**src/rtl/core/sbct_pkg.sv**
```systemverilog
`default_nettype none

package sbct_pkg;

    localparam int CNT_W = 48;
    localparam int ADDR_W = 32;
    localparam int PROTO_W = 8;
    localparam int LEN_W = 16;
    localparam int TABLE_ENTRIES_DEF = 64;

    localparam logic [CNT_W-1:0] CNT_MAX = {CNT_W{1'b1}};

    localparam logic [1:0] OUTCOME_MATCH = 2'd0;
    localparam logic [1:0] OUTCOME_INSERT = 2'd1;
    localparam logic [1:0] OUTCOME_FULL = 2'd2;

    localparam logic [1:0] CLASS_TCP = 2'd0;
    localparam logic [1:0] CLASS_UDP = 2'd1;
    localparam logic [1:0] CLASS_ICMP = 2'd2;
    localparam logic [1:0] CLASS_OTHER = 2'd3;

    localparam logic [PROTO_W-1:0] PROTO_TCP = 8'd6;
    localparam logic [PROTO_W-1:0] PROTO_UDP = 8'd17;
    localparam logic [PROTO_W-1:0] PROTO_ICMP = 8'd1;

    typedef struct packed {
        logic [ADDR_W-1:0]  source_address;
        logic [PROTO_W-1:0] protocol_number;
        logic [LEN_W-1:0]   packet_length;
    } header_t;

    typedef struct packed {
        logic [1:0]       outcome;
        logic [5:0]       slot;
        logic [CNT_W-1:0] source_byte_count;
        logic [1:0]       protocol_class;
        logic [CNT_W-1:0] class_packet_count;
        logic [CNT_W-1:0] packet_total;
        logic [CNT_W-1:0] byte_total;
        logic [6:0]       sources_tracked;
    } result_t;

    typedef struct packed {
        logic [ADDR_W-1:0] address;
        logic [CNT_W-1:0]  byte_count;
    } entry_t;

    // controller to datapath
    typedef struct packed {
        logic load;
        logic read;
        logic hit_done;
        logic advance;
        logic insert;
    } cmd_t;

    // datapath to controller
    typedef struct packed {
        logic occ_zero;
        logic match;
        logic last;
    } status_t;

    function automatic logic [CNT_W-1:0] sat_add(input logic [CNT_W-1:0] a,
                                                 input logic [CNT_W-1:0] b);
        logic [CNT_W:0] sum;
        sum = {1'b0, a} + {1'b0, b};
        return sum[CNT_W] ? CNT_MAX : sum[CNT_W-1:0];
    endfunction

    function automatic logic [1:0] class_of(input logic [PROTO_W-1:0] proto);
        logic [1:0] cls;
        case (proto)
            PROTO_TCP:  cls = CLASS_TCP;
            PROTO_UDP:  cls = CLASS_UDP;
            PROTO_ICMP: cls = CLASS_ICMP;
            default:    cls = CLASS_OTHER;
        endcase
        return cls;
    endfunction

endpackage

`default_nettype wire

```
**src/rtl/core/sbct_ctrl.sv**
```systemverilog
`default_nettype none

module sbct_ctrl (
    input  wire logic             clk,
    input  wire logic             rst_n,
    input  wire logic             start,
    input  wire sbct_pkg::status_t status,
    output logic                  busy,
    output sbct_pkg::cmd_t        cmd
);

    typedef enum logic [3:0] {
        ST_IDLE   = 4'b0001,
        ST_READ   = 4'b0010,
        ST_CMP    = 4'b0100,
        ST_INSERT = 4'b1000
    } state_t;

    state_t state_reg;
    state_t state_next;

    always_ff @(posedge clk or negedge rst_n)
    begin
        if (!rst_n)
        begin
            state_reg <= ST_IDLE;
        end
        else
        begin
            state_reg <= state_next;
        end
    end

    always_comb
    begin
        state_next = state_reg;
        cmd = '0;
        case (state_reg)
            ST_IDLE:
            begin
                if (start)
                begin
                    cmd.load = 1'b1;
                    state_next = status.occ_zero ? ST_INSERT : ST_READ;
                end
            end
            ST_READ:
            begin
                cmd.read = 1'b1;
                state_next = ST_CMP;
            end
            ST_CMP:
            begin
                if (status.match)
                begin
                    cmd.hit_done = 1'b1;
                    state_next = ST_IDLE;
                end
                else if (status.last)
                begin
                    state_next = ST_INSERT;
                end
                else
                begin
                    cmd.advance = 1'b1;
                    state_next = ST_READ;
                end
            end
            ST_INSERT:
            begin
                cmd.insert = 1'b1;
                state_next = ST_IDLE;
            end
            default:
            begin
                state_next = ST_IDLE;
            end
        endcase
    end

    assign busy = (state_reg != ST_IDLE);

endmodule

`default_nettype wire

```
**config.mk**
```make
export PLATFORM = sky130hd
export DESIGN_NAME = sbct_ctrl
export DESIGN_NICKNAME = d
export VERILOG_FILES = /design/src/rtl/core/sbct_pkg.sv /design/src/rtl/core/sbct_ctrl.sv
export SDC_FILE = /design/constraint.sdc
export NUM_CORES = 1
export LEC_CHECK = 0
export ABC_AREA = 0
export BUFFER_PORTS_ARGS = -buffer_cell sky130_fd_sc_hd__buf_2
export CORE_AREA = 4 4 41 43
export CTS_CLUSTER_SIZE = 14
export DETAILED_ROUTE_END_ITERATION = 10
export DIE_AREA = 0 0 45 47
export PLACE_DENSITY = 0.42
export REMOVE_ABC_BUFFERS = 1
export SLEW_MARGIN = 20
export SYNTH_ARGS = -nofsm -noshare
export SYNTH_HDL_FRONTEND = slang
export SYNTH_SLANG_ARGS = --single-unit
```
**constraint.sdc**
```tcl
create_clock -name clk -period 1.85 [get_ports clk]
set_input_delay 0 -clock clk [delete_from_list [all_inputs] [get_ports clk]]
set_output_delay 0 -clock clk [all_outputs]
set_load 0.05 [all_outputs]
```
[Word level (Yosys, flattened, before mapping)]
Cells that the tools add are included.
Word-level totals
  input port bits: 6
  output and inout port bits: 6
  bits in registers: 4
  logic and storage cells: 20
Cells by class
  multiplexer cells: 13
  equality and inequality tests: 6
Operators with widths (number)
  $mux 4: 4
  $pmux 4 s3: 1
  $mux 1: 7
  $eq 4x1->1 const B: 1
  $eq 4x2->1 const B: 1
  $eq 4x3->1 const B: 1
  $eq 4x4->1 const B: 1
  $ne 4x1->1 const B: 1
  $mux 2: 1
  $ne 2x2->1 const B: 1

[Depth between registers and ports, before layout]
  depth after elaboration: 3
  gate-level depth with buffers: 3
  depth with buffers taken out: 3

[Least setup slack after synthesis]
Ideal clock, no wire load.
  kind: reg-to-output
  start point: reg state_reg[1]
  end point: out cmd[0] (netlist bit)
  required time: 1.850 ns
  arrival time: 2.115 ns
  path buffers: 0
  path slack: -0.265 ns
  cell stages (with the launch flop): 2
  cell sequence: dfrtp_1 -> nor4b_1
RTL lines
  start, declared: RTL line sbct_ctrl.sv:19  | state_t state_reg;
  start signal, assigned: RTL line sbct_ctrl.sv:30  | state_reg <= state_next;
  end, declared: RTL line sbct_ctrl.sv:9  | output sbct_pkg::cmd_t cmd

==> impl_metrics.toml <==
[outcome]
status = "complete, no violations"

[die]
dieArea_mm2 = 0.00212
core_mm2 = 0.00130
fp.dieH_um = 47
rows = 13
dieWidth_um = 45
start_util_pct = 19.6
pin_count = 12

[yosys]
syn_area_um2 = 255
synth_top_area_cell = "dfrtp_1"
async_reset_ff_share_pct = 100
avgSynthCellArea_um2 = 10.6
postSynthCellCount = 24
synth.most_common_cell = "nor2_1"
synth.top_cells.by_count = "nor2_1 (4), and2_1 (3), dfrtp_1 (3), inv_1 (3), nor4b_1 (3)"
synth_top_cells_by_area = "dfrtp_1 (29%), dfstp_2 (10%), nor4b_1 (10%), nor4b_4 (9.3%), and2_1 (7.4%)"
yosys_warnings = 0
synth-edff-count = 0
synth_seq_area_share_pct = 39.7
ys_ff_latch = 4
synth_cell_types = 13
synth_top_flop_cell = "dfrtp_1"
yosysTopAreaCellShare_pct = 29.4

[detailed_routing]
drt-pass1-iter-count = 2
drc = 0
wirelength_um = 563
vias = 238
ant_nets = 0
vias_per_cell = 4.33
drt-initial-drc-count = 3
wl_per_cell_um = 10.2

[global_routing]
grt_pass1_vias = 232
grt_pass1_wl_um = 924
grt_overflow = 0
antenna_found_initial = 0
track_usage_pct = 6.42
grt_max_degree = 7

[power]
power_uw = 583
ir_worst_vdd_mv = 0.396
p_leak_uw = 0.000187
p_per_area_mw_per_mm2 = 1590

[final_layout]
drive_gt1_share_pct = 45.0
fin_area_um2 = 365
n_antenna_cell = 0
final_nets = 47
largest_reg_flops = 4
instances_no_fill = 55
postLayoutCoreUtil_pct = 28.1
syn_to_final_growth_pct = 43.1

[timing]
slew_headroom_pct = 74.2
maxSlewViolCount = 0
fin_crit_sh_pct = 85.0
final_hold_viol_count = 0
max_freq_mhz = 636
finClkSkew_ns = 0.00509
worst_slew_pin_slew_ns = 0.385
setup_violations = 0
fin_crit_ns = 1.57
rsz0062_at_grt = "no"

[clock_network]
post_cts_resize_count = 0
cts-root-buf = "clkbuf_4"
cts_hold_buffers = 1
cts_tree = "done"
cts_buffers = 3
clk_path_buf_depth = 2
clock_latency_ns = 0.23
cts.clk_slew.worst_paths_ns = 0.04
cts_setup_buffers = 0
cts_sinks = 4
htree_num_levels = 1

[setup_path]
arrival_ns = 1.57
reg2reg_from = "state_reg[0]$_DFFE_PN1P_"
reg2reg_depth = 3
worstPathRequired_ns = 1.85
critPathKind = "register to output port"
worst_setup_path_start_kind = "register"
critPathCaptureType = "output port"
critical_path.max_fanout = 6
cp-startpoint = "state_reg[1]$_DFFE_PN0P_"

[place]
gp_congestion = 0.671
dp.cells = 50
portBuffers = 11
place_area_um2 = 329
place_hpwl_um = 469

[min_path]
hp-start = "status[2]"
hold_path_class = "input pin to register"
whs_path_depth = 3

[flow_run]
maxCapViolCount = 0
[kinds of logic after synthesis]
| group | share of synthesized area, % |
|---|---|
| flip-flops | 39.7 |
| buffers and inverters | 4.41 |
| XOR/XNOR | 3.43 |
| AND/OR/NAND/NOR | 41.2 |
| AO/OA/AOI/OAI | 11.3 |
[per-layer routing]
metal | GRT usage [%] | up-vias | part of all wire [%]
met3 | 4.98 | 0 | 11
met2 | 9.60 | 9 | 49
met1 | 7.13 | 111 | 40
met5 | 0 | - | 0
li1 | - | 118 | -
met4 | 1.75 | 0 | 0
[final cells by class]
type                       instances  area, µm²
fill                             144        936
multi-input combinational         17        143
sequential                         4        101
timing repair buffer              12       65.1
clock buffer                       4       26.3
tap                               15       18.8
inverter                           3       11.3
[placed cells by master (no fill, tap or decap), drive strengths merged]
cell	netlist	layout
buf	0	11
nor4b	5	5
nor2	4	4
clkbuf	0	4
inv	3	3
and2	3	3
dfrtp	3	3
a22oi	2	2
xor2	1	1
or2	1	1
a32oi	1	1
dlygate4sd3	0	1
dfstp	1	1
[critical path, cell delays in order, from the launching register on]
cell	delay, ns
dfrtp_1	0.45
nor4b_2	0.43
and2_1	0.20
buf_2	0.26
[power by group]
part           switching (µW)  internal, µW
logic                     191           107
registers                48.3           120
clock network            35.3          80.9
total                     275           308
[path summary, 6_finish.rpt]
kind | to | slack [ns]
worst max-delay path | cmd[1] | 0.28
worst min-delay path | state_reg[3]$_DFFE_PN0P_ | 0.05
worst max register to register | state_reg[0]$_DFFE_PN1P_ | 0.50
worst min register to register | state_reg[2]$_DFFE_PN0P_ | 0.58
max in group asynchronous | state_reg[0]$_DFFE_PN1P_ | 1.54
min in group asynchronous | state_reg[3]$_DFFE_PN0P_ | 0.10
[per-stage QoR]
| step | TNS (ns) | worst slack (ns) | hold WS, ns |
|---|---|---|---|
| after floorplan | -0.521 | -0.265 | -0.296 |
| after global placement | 0 | 0.486 | -0.197 |
| after detailed placement | 0 | 0.496 | -0.191 |
| after CTS | 0 | 0.246 | 0.0524 |
| after global routing | 0 | 0.160 | 0.0478 |
| final | 0 | 0.277 | 0.0465 |
(Power assumes the default switching activity.)
